===== src/design/sdgd_pkg.sv =====
// ----------------------------------------------------------------------------
// sdgd_pkg
// Shared types, codes and constants of the slow-data GPS deframer.
// ----------------------------------------------------------------------------
package sdgd_pkg;

   typedef enum logic [1:0] {
      ST_IDLE,
      ST_EVAL,
      ST_EMIT,
      ST_FLUSH
   } state_type;

   // action codes of a request
   localparam logic [1:0] ACT_HEADER = 2'd0;
   localparam logic [1:0] ACT_VOICE  = 2'd1;
   localparam logic [1:0] ACT_EOT    = 2'd2;

   // register indexes
   localparam logic [1:0] CSR_KEY  = 2'd0;
   localparam logic [1:0] CSR_MASK = 2'd1;
   localparam logic [1:0] CSR_GPS  = 2'd2;

   localparam logic [23:0] KEY_RESET  = 24'h704F93;
   localparam logic [7:0]  MASK_RESET = 8'hF0;
   localparam logic [7:0]  GPS_RESET  = 8'h30;

   localparam logic [31:0] EOB_HEAD    = 32'h5B454F42;
   localparam logic [7:0]  EOB_TAIL    = 8'h5D;
   localparam logic [2:0]  MAX_PAYLOAD = 3'd5;

   // controller to datapath
   typedef struct packed {
      logic latch_item;   // capture the accepted request
      logic clear_phase;  // restart pairing
      logic store_half;   // keep first half, expect second
      logic load_block;   // build the block from both halves
      logic step_byte;    // a payload byte was taken
      logic flush;        // the flush result was taken
      logic show_flush;   // present the flush result
   } cmd_type;

   // datapath to controller
   typedef struct packed {
      logic [1:0] action;
      logic       frame_ok;
      logic       is_sync;
      logic       is_end;
      logic       phase;
      logic       gps_hit;
      logic       count_nz;
      logic       pending;
      logic       last_byte;
   } status_type;

endpackage


===== src/design/sdgd_ctrl.sv =====
// ----------------------------------------------------------------------------
// sdgd_ctrl
// Sequencer: accepts one request, decides its outcome, emits its results.
// ----------------------------------------------------------------------------
module sdgd_ctrl (
   input  logic                  clock,
   input  logic                  reset,
   input  logic                  req_tvalid,
   output logic                  req_tready,
   output logic                  rsp_tvalid,
   input  logic                  rsp_tready,
   input  sdgd_pkg::status_type  status,
   output sdgd_pkg::cmd_type     cmd
);
   import sdgd_pkg::*;

   state_type state_ff;
   state_type state_in;
   logic      flush_due;
   logic      pair_done;

   always_comb begin
      flush_due = status.pending;
      pair_done = status.gps_hit && status.count_nz;
   end

   always_comb begin
      state_in = state_ff;
      unique case (state_ff)
         ST_IDLE: begin
            if (req_tvalid) state_in = ST_EVAL;
         end
         ST_EVAL: begin
            state_in = ST_IDLE;
            unique case (status.action) inside
               ACT_HEADER, ACT_EOT: begin
                  if (flush_due) state_in = ST_FLUSH;
               end
               ACT_VOICE: begin
                  if (status.is_sync) begin
                     state_in = ST_IDLE;
                  end else if (status.is_end) begin
                     if (flush_due) state_in = ST_FLUSH;
                  end else if (status.frame_ok && status.phase && pair_done) begin
                     state_in = ST_EMIT;
                  end
               end
               default: state_in = ST_IDLE;
            endcase
         end
         ST_EMIT: begin
            if (rsp_tready && status.last_byte) state_in = ST_IDLE;
         end
         ST_FLUSH: begin
            if (rsp_tready) state_in = ST_IDLE;
         end
         default: state_in = ST_IDLE;
      endcase
   end

   always_comb begin
      cmd        = '0;
      req_tready = 1'b0;
      rsp_tvalid = 1'b0;
      unique case (state_ff)
         ST_IDLE: begin
            req_tready     = 1'b1;
            cmd.latch_item = req_tvalid;
         end
         ST_EVAL: begin
            if (status.action == ACT_HEADER) cmd.clear_phase = 1'b1;
            if (status.action == ACT_VOICE) begin
               if (status.is_sync) begin
                  cmd.clear_phase = 1'b1;
               end else if (!status.is_end && status.frame_ok) begin
                  cmd.store_half = !status.phase;
                  cmd.load_block = status.phase;
               end
            end
         end
         ST_EMIT: begin
            rsp_tvalid    = 1'b1;
            cmd.step_byte = rsp_tready;
         end
         ST_FLUSH: begin
            rsp_tvalid     = 1'b1;
            cmd.show_flush = 1'b1;
            cmd.flush      = rsp_tready;
         end
         default: begin
            rsp_tvalid = 1'b0;
         end
      endcase
   end

   always_ff @(posedge clock) begin
      if (reset) begin
         state_ff <= ST_IDLE;
      end else begin
         state_ff <= state_in;
      end
   end

endmodule


===== src/design/sdgd_datapath.sv =====
// ----------------------------------------------------------------------------
// sdgd_datapath
// Registers, descrambler, block pairing and end-of-block text match.
// ----------------------------------------------------------------------------
module sdgd_datapath (
   input  logic                  clock,
   input  logic                  reset,
   input  sdgd_pkg::cmd_type     cmd,
   output sdgd_pkg::status_type  status,
   input  logic                  csr_write,
   input  logic [1:0]            csr_index,
   input  logic [23:0]           csr_data,
   input  logic [23:0]           req_tdata,  // slow_byte_0, slow_byte_1, slow_byte_2
   input  logic [3:0]            req_tuser,  // action[1:0], frame_ok, is_sync
   input  logic                  req_tlast,  // is_end
   output logic [7:0]            rsp_tdata,  // out_byte
   output logic [1:0]            rsp_tuser,  // byte_valid, message_end
   output logic                  rsp_tlast   // last_of_input
);
   import sdgd_pkg::*;

   logic [23:0] key_ff,  key_in;
   logic [7:0]  mask_ff, mask_in;
   logic [7:0]  gps_ff,  gps_in;

   logic [1:0]  action_ff;
   logic        ok_ff, sync_ff, end_ff;
   logic [23:0] half_ff;

   logic        phase_ff,   phase_in;
   logic [23:0] held_ff,    held_in;
   logic [4:0][7:0] blk_ff, blk_in;
   logic [2:0]  count_ff,   count_in;
   logic [2:0]  idx_ff,     idx_in;
   logic [31:0] recent_ff,  recent_in;
   logic        pending_ff, pending_in;

   logic [2:0]  raw_count;
   logic [7:0]  cur_byte;
   logic        hit;

   always_comb begin
      raw_count = held_ff[18:16];
      case (idx_ff)
         3'd0:    cur_byte = blk_ff[0];
         3'd1:    cur_byte = blk_ff[1];
         3'd2:    cur_byte = blk_ff[2];
         3'd3:    cur_byte = blk_ff[3];
         default: cur_byte = blk_ff[4];
      endcase
      hit = (recent_ff == EOB_HEAD) && (cur_byte == EOB_TAIL);
   end

   always_comb begin
      key_in  = key_ff;
      mask_in = mask_ff;
      gps_in  = gps_ff;
      if (csr_write) begin
         unique case (csr_index)
            CSR_KEY:  key_in  = csr_data;
            CSR_MASK: mask_in = csr_data[7:0];
            CSR_GPS:  gps_in  = csr_data[7:0];
            default:  key_in  = key_ff;
         endcase
      end
   end

   always_comb begin
      phase_in   = phase_ff;
      held_in    = held_ff;
      blk_in     = blk_ff;
      count_in   = count_ff;
      idx_in     = idx_ff;
      recent_in  = recent_ff;
      pending_in = pending_ff;
      if (cmd.clear_phase) phase_in = 1'b0;
      if (cmd.store_half) begin
         held_in  = half_ff;
         phase_in = 1'b1;
      end
      if (cmd.load_block) begin
         phase_in = 1'b0;
         blk_in   = {half_ff[7:0], half_ff[15:8], half_ff[23:16],
                     held_ff[7:0], held_ff[15:8]};
         count_in = (raw_count > MAX_PAYLOAD) ? MAX_PAYLOAD : raw_count;
         idx_in   = '0;
      end
      if (cmd.step_byte) begin
         idx_in = idx_ff + 3'd1;
         if (hit) begin
            recent_in  = '0;
            pending_in = 1'b0;
         end else begin
            recent_in  = {recent_ff[23:0], cur_byte};
            pending_in = 1'b1;
         end
      end
      if (cmd.flush) begin
         recent_in  = '0;
         pending_in = 1'b0;
      end
   end

   always_comb begin
      status.action    = action_ff;
      status.frame_ok  = ok_ff;
      status.is_sync   = sync_ff;
      status.is_end    = end_ff;
      status.phase     = phase_ff;
      status.gps_hit   = (held_ff[23:16] & mask_ff) == gps_ff;
      status.count_nz  = raw_count != 3'd0;
      status.pending   = pending_ff;
      status.last_byte = (idx_ff + 3'd1) == count_ff;
   end

   always_comb begin
      if (cmd.show_flush) begin
         rsp_tdata = '0;
         rsp_tuser = 2'b10;
         rsp_tlast = 1'b1;
      end else begin
         rsp_tdata = cur_byte;
         rsp_tuser = {hit, 1'b1};
         rsp_tlast = status.last_byte;
      end
   end

   always_ff @(posedge clock) begin
      if (reset) begin
         key_ff     <= KEY_RESET;
         mask_ff    <= MASK_RESET;
         gps_ff     <= GPS_RESET;
         phase_ff   <= 1'b0;
         held_ff    <= '0;
         recent_ff  <= '0;
         pending_ff <= 1'b0;
         count_ff   <= '0;
         idx_ff     <= '0;
      end else begin
         key_ff     <= key_in;
         mask_ff    <= mask_in;
         gps_ff     <= gps_in;
         phase_ff   <= phase_in;
         held_ff    <= held_in;
         recent_ff  <= recent_in;
         pending_ff <= pending_in;
         count_ff   <= count_in;
         idx_ff     <= idx_in;
      end
   end

   always_ff @(posedge clock) begin
      blk_ff <= blk_in;
      if (cmd.latch_item) begin
         action_ff <= req_tuser[1:0];
         ok_ff     <= req_tuser[2];
         sync_ff   <= req_tuser[3];
         end_ff    <= req_tlast;
         half_ff   <= {req_tdata[7:0], req_tdata[15:8], req_tdata[23:16]} ^ key_ff;
      end
   end

endmodule


===== src/design/slow_data_gps_deframer.sv =====
// ----------------------------------------------------------------------------
// slow_data_gps_deframer
// Timing: a request is taken in the idle state and evaluated in the next
//   cycle; the first result, if any, is then presented from the emit or flush state.
// Flow: one request is handled at a time; a new one is taken only after every
//   result of the last has been taken, so requests wait on the serial byte emitter.
// Reset: synchronous, active high; registers return to their reset values,
//   pairing restarts and nothing is pending.
// ----------------------------------------------------------------------------
module slow_data_gps_deframer (
   input  logic        clock,
   input  logic        reset,
   // request channel
   input  logic        req_tvalid,
   output logic        req_tready,
   input  logic [23:0] req_tdata,   // slow_byte_0, slow_byte_1, slow_byte_2
   input  logic [3:0]  req_tuser,   // action[1:0], frame_ok, is_sync
   input  logic        req_tlast,   // is_end
   // result channel
   output logic        rsp_tvalid,
   input  logic        rsp_tready,
   output logic [7:0]  rsp_tdata,   // out_byte
   output logic [1:0]  rsp_tuser,   // byte_valid, message_end
   output logic        rsp_tlast,   // last_of_input
   // register write channel
   input  logic        csr_valid,
   output logic        csr_ready,
   input  logic [1:0]  csr_index,
   input  logic [23:0] csr_data
);
   import sdgd_pkg::*;

   cmd_type    cmd;
   status_type status;

   // Registers are plain flops: take a write in any cycle.
   assign csr_ready = 1'b1;

   // Controller: idle, evaluate the held request, then stream bytes or
   // present the flush result, one per handshake.
   sdgd_ctrl u_ctrl (
      .clock      (clock),
      .reset      (reset),
      .req_tvalid (req_tvalid),
      .req_tready (req_tready),
      .rsp_tvalid (rsp_tvalid),
      .rsp_tready (rsp_tready),
      .status     (status),
      .cmd        (cmd)
   );

   // Datapath: hold the request, descramble, pair halves, match the
   // end-of-block text over the emitted stream.
   sdgd_datapath u_datapath (
      .clock     (clock),
      .reset     (reset),
      .cmd       (cmd),
      .status    (status),
      .csr_write (csr_valid && csr_ready),
      .csr_index (csr_index),
      .csr_data  (csr_data),
      .req_tdata (req_tdata),
      .req_tuser (req_tuser),
      .req_tlast (req_tlast),
      .rsp_tdata (rsp_tdata),
      .rsp_tuser (rsp_tuser),
      .rsp_tlast (rsp_tlast)
   );

`ifndef ASSERT_OFF
   // Never take a request while a result is still on offer.
   a_no_overlap: assert property (@(posedge clock) disable iff (reset)
      !(req_tready && rsp_tvalid))
      else $error("request accepted while a result is pending");

   // A result without a byte is always the closing flush.
   a_flush_shape: assert property (@(posedge clock) disable iff (reset)
      rsp_tvalid && !rsp_tuser[0] |-> rsp_tuser[1] && rsp_tlast && rsp_tdata == 8'd0)
      else $error("malformed flush result");

   // After a request is taken the block must evaluate before taking another.
   a_eval_gap: assert property (@(posedge clock) disable iff (reset)
      req_tvalid && req_tready |=> !req_tready && !rsp_tvalid)
      else $error("request not evaluated before the next one");
`endif

endmodule


===== config.mk =====
export PLATFORM = sky130hd
export DESIGN_NAME = slow_data_gps_deframer
export DESIGN_NICKNAME = d
export VERILOG_FILES = /design/src/design/sdgd_pkg.sv /design/src/design/sdgd_ctrl.sv /design/src/design/sdgd_datapath.sv /design/src/design/slow_data_gps_deframer.sv
export SDC_FILE = /design/constraint.sdc
export NUM_CORES = 1
export LEC_CHECK = 0
export BUFFER_PORTS_ARGS = -buffer_cell sky130_fd_sc_hd__buf_2
export CAP_MARGIN = 0
export CORE_UTILIZATION = 28
export CTS_CLUSTER_DIAMETER = 60
export DETAILED_ROUTE_END_ITERATION = 7
export GPL_ROUTABILITY_DRIVEN = 0
export PLACE_DENSITY_LB_ADDON = 0.05
export REMOVE_ABC_BUFFERS = 1
export SYNTH_ARGS = -nofsm -noshare
export SYNTH_HDL_FRONTEND = slang
export SYNTH_SLANG_ARGS = --single-unit

===== constraint.sdc =====
create_clock -name clock -period 3.4 [get_ports clock]
set_clock_uncertainty 0.15 [all_clocks]
set_input_delay 0.17 -clock clock [delete_from_list [all_inputs] [get_ports clock]]
set_output_delay 0.17 -clock clock [all_outputs]
set_load 0.005 [all_outputs]

# [Yosys cells after proc, flatten, opt, wreduce, memory -nomap -nowiden]
# Index checks and enable logic that the tools add are counted.
[totals] regBits=175 inputBits=60 output_inout_bits=14 word_cells=95
[op_classes] addsub=1 order_cmp=1 eq_ne=17 n_mux=31 bitwise_logic=2 n_reduce_logical=23
[ops] operator="equality test 32 x 31 -> 1 bit, second input constant" n=1
[ops] operator="two-way mux 32 bit" n=1
[ops] operator="case mux 8 bit (4 select lines)" n=1
[ops] operator="XOR 24 bit" n=1
[ops] operator="two-way mux 2 bit" n=11
[ops] operator="two-way mux 3 bit" n=5
[ops] operator="two-way mux 1 bit" n=10
[ops] operator="bitwise AND 8 bit" n=1
[ops] operator="equality test 2 bit, second input constant" n=4
[ops] operator="equality test 8 x 7 -> 1 bit, second input constant" n=1
[ops] operator="equality test 8 bit" n=1
[ops] operator="two-way mux 8 bit" n=1
[ops] operator="case mux 2 bit (4 select lines)" n=1
[ops] operator="OR reduction 2 bit" n=4
[ops] operator="equality test 2 x 1 -> 1 bit, second input constant" n=3
[ops] operator="equality test 3 x 2 -> 1 bit, second input constant" n=2
[ops] operator="logical AND 1 bit" n=6
[ops] operator="zero test 2 bit" n=3
[ops] operator="AND reduction 2 bit" n=3
[ops] operator="!= test 2 bit, second input constant" n=2
[ops] operator="case mux 2 bit (2 select lines)" n=1
[ops] operator="nonzero test 2 bit" n=2
[ops] operator="adder 3 x 1 -> 3 bit, second input constant" n=1
[ops] operator="equality test 3 x 1 -> 1 bit, second input constant" n=1
[ops] operator="other kinds (7)" n=8

# [Logic depth before layout (Yosys ltp)]
# Gate-level depths: netlist of run 1.
[depth] ltp_word=9 depth_mapped=9 depth_no_buf=7

# [Cells and area by module]
# A second synthesis of run 1 with hierarchy kept.
[unflattened] cells_unflattened=604 area_unflattened_um2=6906.6
[modules_own_cells] module="sdgd_datapath" instances=1 cells_each=576 area_each_um2=6701.4
[modules_own_cells] module="sdgd_ctrl" instances=1 cells_each=26 area_each_um2=193.9
[modules_own_cells] module="slow_data_gps_deframer" instances=1 cells_each=2 area_each_um2=11.3

# [Worst setup path after synthesis of run 1]
# No wires, ideal clock.
[synth_path] path_type="register to register" start="register u_datapath.idx_ff[0]" end="register u_datapath.recent_ff[14]" setup_ns=0.115 t_arrival_ns=2.316 required_ns=3.135 path_slack_ns=0.819 path_stages_with_launch=10 period_less_slack_ns=2.581 cell_sequence="dfxtp_1 > ha_1 > ha_1 > buf_2 > a22oi_1 > a31o_1 > or4b_4 > nor4_4 > buf_6 > o21ai_2"
[synth_between] elab_chain_cells=5 word_cells_on_any_way=8 cone_classes="eq/ne (4); mux (2); reduce/logical (2)"
[synth_lines] element="from (decl)" line_no="sdgd_datapath.sv:34" rtl="logic [2:0] idx_ff, idx_in;"
[synth_lines] element="from (signal assigned)" line_no="sdgd_datapath.sv:148" rtl="idx_ff <= idx_in;"
[synth_lines] element="equality test 3 x 2 -> 1 bit (tied with other cells)" line_no="sdgd_datapath.sv:44" rtl="case (idx_ff)"
[synth_lines] element="case mux 8 bit (4 select lines) (*)" line_no="sdgd_datapath.sv:44"
[synth_lines] element="equality test 8 x 7 -> 1 bit (*)" line_no="sdgd_datapath.sv:51" rtl="hit = (recent_ff == EOB_HEAD) && (cur_byte == EOB_TAIL);"
[synth_lines] element="logical AND 1 bit (*)" line_no="sdgd_datapath.sv:51"
[synth_lines] element="two-way mux 32 bit (*)" line_no="sdgd_datapath.sv:90" rtl="if (hit) begin"
[synth_lines] element="to (signal assigned)" line_no="sdgd_datapath.sv:145" rtl="recent_ff <= recent_in;"
[synth_lines] element="to (decl)" line_no="sdgd_datapath.sv:35" rtl="logic [31:0] recent_ff, recent_in;"
# Every way passes the cells marked *; elsewhere a longest branch is shown, timed or not.
# A chain may end at the register's enable or synchronous reset.

# [Final worst setup path of run 1]
[layout_path] start="register u_datapath.idx_ff[2]" end="output rsp_tuser[1]"
[layout_between] elab_chain_cells=5 word_cells_on_any_way=8 cone_classes="eq/ne (4); mux (2); reduce/logical (2)"
[layout_lines] element="equality test 3 x 2 -> 1 bit (tied with other cells)" line_no="sdgd_datapath.sv:44"
[layout_lines] element="case mux 8 bit (4 select lines) (*)" line_no="sdgd_datapath.sv:44"
[layout_lines] element="equality test 8 x 7 -> 1 bit (*)" line_no="sdgd_datapath.sv:51"
[layout_lines] element="logical AND 1 bit (*)" line_no="sdgd_datapath.sv:51"
[layout_lines] element="two-way mux 2 bit (*)" line_no="sdgd_datapath.sv:117" rtl="if (cmd.show_flush) begin"
[layout_lines] element="to (decl)" line_no="slow_data_gps_deframer.sv:23" rtl="output logic [1:0] rsp_tuser,"
# Marked as above.

==> flow_summary.ini, run 1 <==
[status]
outcome = complete, no violations

[finish]
postLayoutCellArea_sq_mm = 0.00865
layout.filler_cells = 2390
flow.area_growth_from_synthesis_pct = 27.7
num_antenna_cells = 0
stdcell_count = 1065
fin_nets = 798
drive_above_1_share = 0.181

[clock_tree]
h-tree-depth = 4
cts_tree = yes
post_cts_resized = 0
clock_tree.buffer_depth = 2
clk_pin_slew_worst_paths_ns = 0.07
clkSinkCount = 175
cts_made_buffers = 17
worst_skew_pair_later_pin_latency_ns = 0.43
cts_root_buffer = clkbuf_16

[worst_setup_path]
critical_path_buf_inv_count = 2
cp_slowest_cell = or4_1
critPathCaptureType = primary output
worstPathCellList = inv_2, ha_1, a22oi_1, a31oi_1, or4_1, nor4_4, or2_2, buf_2
criticalPathCategory = flip-flop to primary output
critPathLaunchType = flip-flop
worst-endpoint-required_ns = 3.08
critical_path_arrival_ns = 2.86
timing.critical_path.max_delay_family = simple AND/OR/NAND/NOR gates
crit_fanout = 10
cp_slowest_stage_delay_ns = 0.60

[route]
drt_iter0_markers = 234
vias = 4674
drt-vias-per-instance = 4.39
antenna_left = 0
route.detailed.wl_per_inst_microns = 15.0
wl_mm = 16.0
drc = 0
first_pass_iteration_count_of_the_detailed_router = 4

[sta]
report.final.slew_viol_count = 0
grt_setup_unrepaired = no
maxSlewHeadroom = 0.458
setup-tns-final_ns = 0
timing.final.ws_setup_ns = 0.223
final-setup-viol-count = 0
report.final.hold_viol_count = 0
max_clk_rate_mhz = 315
worst-slew-pin-transition_ns = 0.812
layout_worst_path_cycle_share = 0.934
finalWorstPathRequiredPeriod_ns = 3.18
hold_slack_ns = 0.0174

[floorplanning]
die_h_microns = 157
start_util = 0.287
placeableCoreArea_sq_mm = 0.0236
io_pins = 74
die_extent_in_x_microns = 157
area_of_the_die_sq_mm = 0.0248
rows = 56

[run]
max_cap_violations = 0

[power_and_ir_drop]
p_clk_frac = 0.436
peakVddDrop_v = 0.000230
total_leakage_power_nw = 3.24
switching_share = 0.226
seq_power_share = 0.517
power.net_switching_w = 0.000991
comb_power_share = 0.047
power_density_mw_per_mm2 = 506
intPower_w = 0.00339

[logic_synthesis]
synthDistinctLibCells = 47
ys_seq_elements = 175
synth_enable_flop_cells = 69
synth.largest_area_cell = dfxtp_1
synth-seq-area-share = 0.620
postSynth.asyncResetShare = 0
largest_cells_by_area_after_synthesis = dfxtp_1 31%, edfxtp_1 31%, nand2_1 5.0%
postSynthAreaPerCell_sq_um = 11.2
netlist_instances = 604
syn_area_sq_mm = 0.00677
synth-main-ff-cell = dfxtp_1
netlist.area_leader.share = 0.313
synth_warnings = 0

[global_routing]
grt_pass1_vias = 4606
grt_pass1_wl_mm = 25.3
globalRouteOverflowTotal = 0
grtUsageTotal = 0.138
number_of_antenna_violations_at_the_first_check_in_global_routing = 0
grt_start_max_net_pins = 74

[placement]
placement.io_buffers = 72
dpl_cell_area_sq_mm = 0.00747
placement.setup.worst_slack_ns = 0.414
dp.final_hpwl_mm = 10.9
number_of_cells_in_the_design_after_placement = 972

[hold_path]
timing.hold.worst.class = input port to flip-flop
-- worst paths after layout --
check / slack, ns / endpoint / cells after the start / from
setup / recovery: 0.22 / rsp_tuser[1] / 8 / u_datapath.idx_ff[2]$_SDFFE_PP0P_
hold / removal: 0.02 / u_datapath.key_ff[7]$_SDFFE_PP1P_ / 4 / csr_index[0]
setup reg to reg: 0.51 / u_datapath.recent_ff[3]$_SDFFE_PP0P_ / 9 / u_datapath.idx_ff[2]$_SDFFE_PP0P_
hold reg to reg: 0.29 / u_datapath.blk_ff[0]$_DFFE_PP_ / 0 / u_datapath.held_ff[8]$_SDFFE_PP0P_
-- metrics by stage --
step	total power [W]	util
after CTS	0.00445	0.366
after floorplan	0.00237	-
after detailed placement	0.00247	0.316
final	0.00438	0.366
after global routing	0.00456	0.366
after global placement	0.00247	0.316
-- synth_stat cells (5+ instances only) --
cell type,n
dfxtp_1,106
nand2_1,91
edfxtp_1,69
nor2_1,64
mux2i_1,32
a21oi_1,28
xor2_1,25
clkbuf_1,23
a22oi_1,16
nand3b_1,15
a22o_1,14
inv_1,10
nor2b_1,10
o21ai_2,10
xnor2_1,10
o21ai_0,8
nand3_1,7
a211o_1,6
buf_2,5
ha_1,5
-- power by group through the flow --
stage	Sequential, W	Combinational (W)	Clock [W]
floorplan	0.00230	0.0000746	0
CTS	0.00226	0.000213	0.00197
detailed placement	0.00231	0.000162	0
global route	0.00227	0.000232	0.00206
global placement	0.00231	0.000159	0
finish	0.00226	0.000207	0.00191
-- final cells by class --
cell class	count	area [sq um]	share of cell area
Inverter	11	41.3	0.00477
Clock buffer	19	443	0.0512
Multi-Input combinational cell	385	2400	0.278
Tap cell	319	399	0.0462
Timing Repair Buffer	143	1040	0.121
Clock inverter	13	126	0.0146
Sequential cell	175	4190	0.485
-- worst min-delay path: stages --
cell and delay [ns]:
buf_2 0.11, nor3b_2 0.11, nand2_1 0.09, nand3b_1 0.06
-- logic make-up (layout without fill, tap and decap cells) --
group / count (synthesis) / after routing / share of synthesized area
flops: 175 / 175 / 0.620
fa+ha+maj: 5 / 5 / 0.00924
xor+xnor: 35 / 35 / 0.0453
simple gates: 216 / 216 / 0.151
buf+inv: 44 / 186 / 0.0275
other cells: 1 / 1 / 0.000554
compound gates: 96 / 96 / 0.0993
mux: 32 / 32 / 0.0473
-- placed cells by master (no fill, tap or decap), types with 4 or more instances in the layout --
| master | instances |
|---|---|
| nand3_1 | 7 |
| o21ai_2 | 10 |
| o21ai_0 | 8 |
| nand2_1 | 91 |
| a22o_1 | 14 |
| edfxtp_1 | 69 |
| nor2_1 | 63 |
| buf_4 | 11 |
| mux2i_1 | 32 |
| ha_1 | 5 |
| nor2b_1 | 10 |
| buf_2 | 72 |
| xor2_1 | 25 |
| xnor2_1 | 10 |
| and2_1 | 4 |
| nand4_1 | 4 |
| a21oi_1 | 27 |
| dfxtp_1 | 106 |
| inv_1 | 10 |
| dlygate4sd3_1 | 60 |
| a211o_1 | 6 |
| clkbuf_16 | 17 |
| nand3b_1 | 15 |
| a22oi_1 | 16 |
-- registers in the layout, indices dropped and copies added (netlist names) --
signal                 count
u_datapath.pending_ff      1
u_datapath.held_ff        24
u_datapath.count_ff        3
u_ctrl.state_ff            2
u_datapath.gps_ff          8
u_datapath.end_ff          1
u_datapath.key_ff         24
u_datapath.half_ff        24
u_datapath.mask_ff         8
u_datapath.blk_ff         40
u_datapath.idx_ff          3
u_datapath.recent_ff      32
u_datapath.action_ff       2
u_datapath.phase_ff        1
u_datapath.ok_ff           1
u_datapath.sync_ff         1
-- metal layers --
layer / vias up / global-route usage / part of all wire
li1: 2363 / - / -
met1: 2225 / 0.174 / 0.48
met2: 72 / 0.229 / 0.48
met3: 14 / 0.0336 / 0.031
met4: 0 / 0.0513 / 0.015
met5: - / 0 / 0
-- repair_timing --
action	CTS	global route
hold buffers	60	0
setup buffers	1	0
hold endpoints to repair	72	0
setup endpoints to repair	1	0
Power figures use the tool's default switching activity.
==> inputs of run 2 (changes only) <==
- CORE_UTILIZATION: 28 -> 55
==> run 2 against run 1 <==
Worst setup slack is essentially flat. Sequential share of layout area grew 1.6 points. Non-clock buffer count shrank 5. Count of clock-buffer cells in the layout fell by 1. Critical path depth unchanged. Flip-flop and latch count stayed put. Clock power decreased by 4%. Largest cell class unchanged. Power shrank 1.8%.
==> flow_summary.ini, run 2 (synthesized netlist as in run 1, its figures left out) <==
[status]
outcome = complete, no violations

[route]
first_pass_iteration_count_of_the_detailed_router = 4
drc = 0
wl_mm = 13.9
drt_iter0_markers = 371
route.detailed.wl_per_inst_microns = 15.7
drt-vias-per-instance = 5.26
vias = 4667
antenna_left = 0

[finish]
drive_above_1_share = 0.175
largest-register = u_datapath.blk_ff
flow.area_growth_from_synthesis_pct = 23.7
layout.cells.most_common_list = 106 x dfxtp_1, 91 x nand2_1, 72 x buf_2
num_antenna_cells = 0
largest_register_ffs = 40
fin_nets = 793
final_common_cell = dfxtp_1
biggestRegsByFlops = u_datapath.blk_ff x40, u_datapath.recent_ff x32

[clock_tree]
post_cts_resized = 0
cts_root_buffer = clkbuf_16
clk_pin_slew_worst_paths_ns = 0.06
worst_skew_pair_later_pin_latency_ns = 0.42
clock_tree.buffer_depth = 2
h-tree-depth = 4
clkSinkCount = 175
cts_tree = yes
cts_made_buffers = 17

[floorplanning]
area_of_the_die_sq_mm = 0.0128
die_extent_in_x_microns = 113
io_pins = 74
die_h_microns = 113
start_util = 0.564
rows = 40
placeableCoreArea_sq_mm = 0.0120

[power_and_ir_drop]
total_leakage_power_nw = 3.21
power_density_mw_per_mm2 = 513
peakVddDrop_v = 0.000323

[hold_path]
timing.hold.worst.class = input port to flip-flop
hold_path_end = u_datapath.gps_ff[0]$_SDFFE_PP0P_
hold_start = reset
holdPathStages = 2

[worst_setup_path]
crit_fanout = 10
critical_path_arrival_ns = 2.86
reg2reg_to = u_datapath.recent_ff[0]$_SDFFE_PP0P_
reg2reg_slack_ns = 0.53
worstPathCellList = inv_2, ha_1, a22oi_1, a31oi_1, or4_1, nor4_4, or2_2, buf_2
worstRegToRegCells = 8
reg2reg_start = u_datapath.idx_ff[2]$_SDFFE_PP0P_
cp_slowest_stage_delay_ns = 0.60
critPathCaptureType = primary output
cp_slowest_cell = or4_1
critPathLaunchType = flip-flop
worst-endpoint-required_ns = 3.08
criticalPathCategory = flip-flop to primary output
crit_path_start = u_datapath.idx_ff[2]$_SDFFE_PP0P_

[global_routing]
number_of_antenna_violations_at_the_first_check_in_global_routing = 0
grtUsageTotal = 0.237
grt_start_max_net_pins = 42
grt_pass1_vias = 4648
grt_pass1_wl_mm = 23.0
globalRouteOverflowTotal = 0

[sta]
setup-tns-final_ns = 0
worst-slew-pin-transition_ns = 1.25
maxSlewHeadroom = 0.167
finalWorstPathRequiredPeriod_ns = 3.18
timing.final.ws_setup_ns = 0.223
report.final.slew_viol_count = 0
report.final.hold_viol_count = 0
layout_worst_path_cycle_share = 0.934
final-setup-viol-count = 0
grt_setup_unrepaired = no
max_clk_rate_mhz = 315

[placement]
placement.setup.worst_slack_ns = 0.544
placement.io_buffers = 72
dp.final_hpwl_mm = 9.01

[run]
max_cap_violations = 0
## run 2: changes by cell type in the layout (fill, tap and decap cells not counted), moves of 2 or more
cell      delta
clkinv_4     -3
buf_4        -4
clkinv_2     +6
inv_6        -2
inv_8        -2
## run 2: worst max-delay path by stage
stage	slack, ns	endpoint
after floorplan	0.39	rsp_tuser[1]
after global placement	0.69	u_datapath.recent_ff[2]$_SDFFE_PP0P_
after detailed placement	0.54	u_datapath.recent_ff[0]$_SDFFE_PP0P_
after CTS	0.21	rsp_tuser[1]
after global routing	0.08	rsp_tuser[1]
final	0.22	rsp_tuser[1]
## run 2: power by group
part / switching (W) / total, W / internal [W]
registers: 0.0000292 / 0.00226 / 0.00223
logic: 0.0000943 / 0.000202 / 0.000108
clock network: 0.000766 / 0.00183 / 0.00107
## run 2: cell type report
type	instances	area, sq um
inverter	11	41.3
clock buffer	18	429
multi-input combinational	385	2400
sequential	175	4190
tap	147	184
fill	888	3640
timing repair buffer	138	1000
clock inverter	14	124
## run 2: metrics by stage
step | power [W] | utilization | instances | instance area, sq um | hold WS [ns]
CTS | 0.00433 | 0.697 | 888 | 8380 | 0.137
global route | 0.00445 | 0.697 | 888 | 8380 | 0.181
detailed placement | 0.00246 | 0.602 | 797 | 7230 | 0.199
floorplan | 0.00237 | - | 571 | 6620 | 0.0891
finish | 0.00430 | 0.697 | 888 | 8380 | 0.144
global placement | 0.00245 | 0.602 | 797 | 7230 | 0.196
## run 2: worst max-delay path, delay by kind of cell, from the launching register on
| kind | cells | cell delay, ns |
|---|---|---|
| DFF | 1 | 0.45 |
| buffers and inverters | 2 | 0.24 |
| and+or+nand+nor | 3 | 0.99 |
| AOI/OAI and AO/OA | 2 | 0.43 |
| adders and majority gates | 1 | 0.33 |
## run 2: repair_timing
item	4_1_cts	5_1_grt
hold endpoints to repair	71	0
hold buffers	59	0
buffers inserted	0	0
setup endpoints to repair	0	0
## run 2: metal layers
metal / wire length [microns] / vias up / track usage
met5: 0 / - / 0
met4: 176 / 0 / 0.0825
met3: 507 / 16 / 0.0573
met2: 6740 / 100 / 0.398
met1: 6510 / 2200 / 0.303
li1: - / 2351 / -
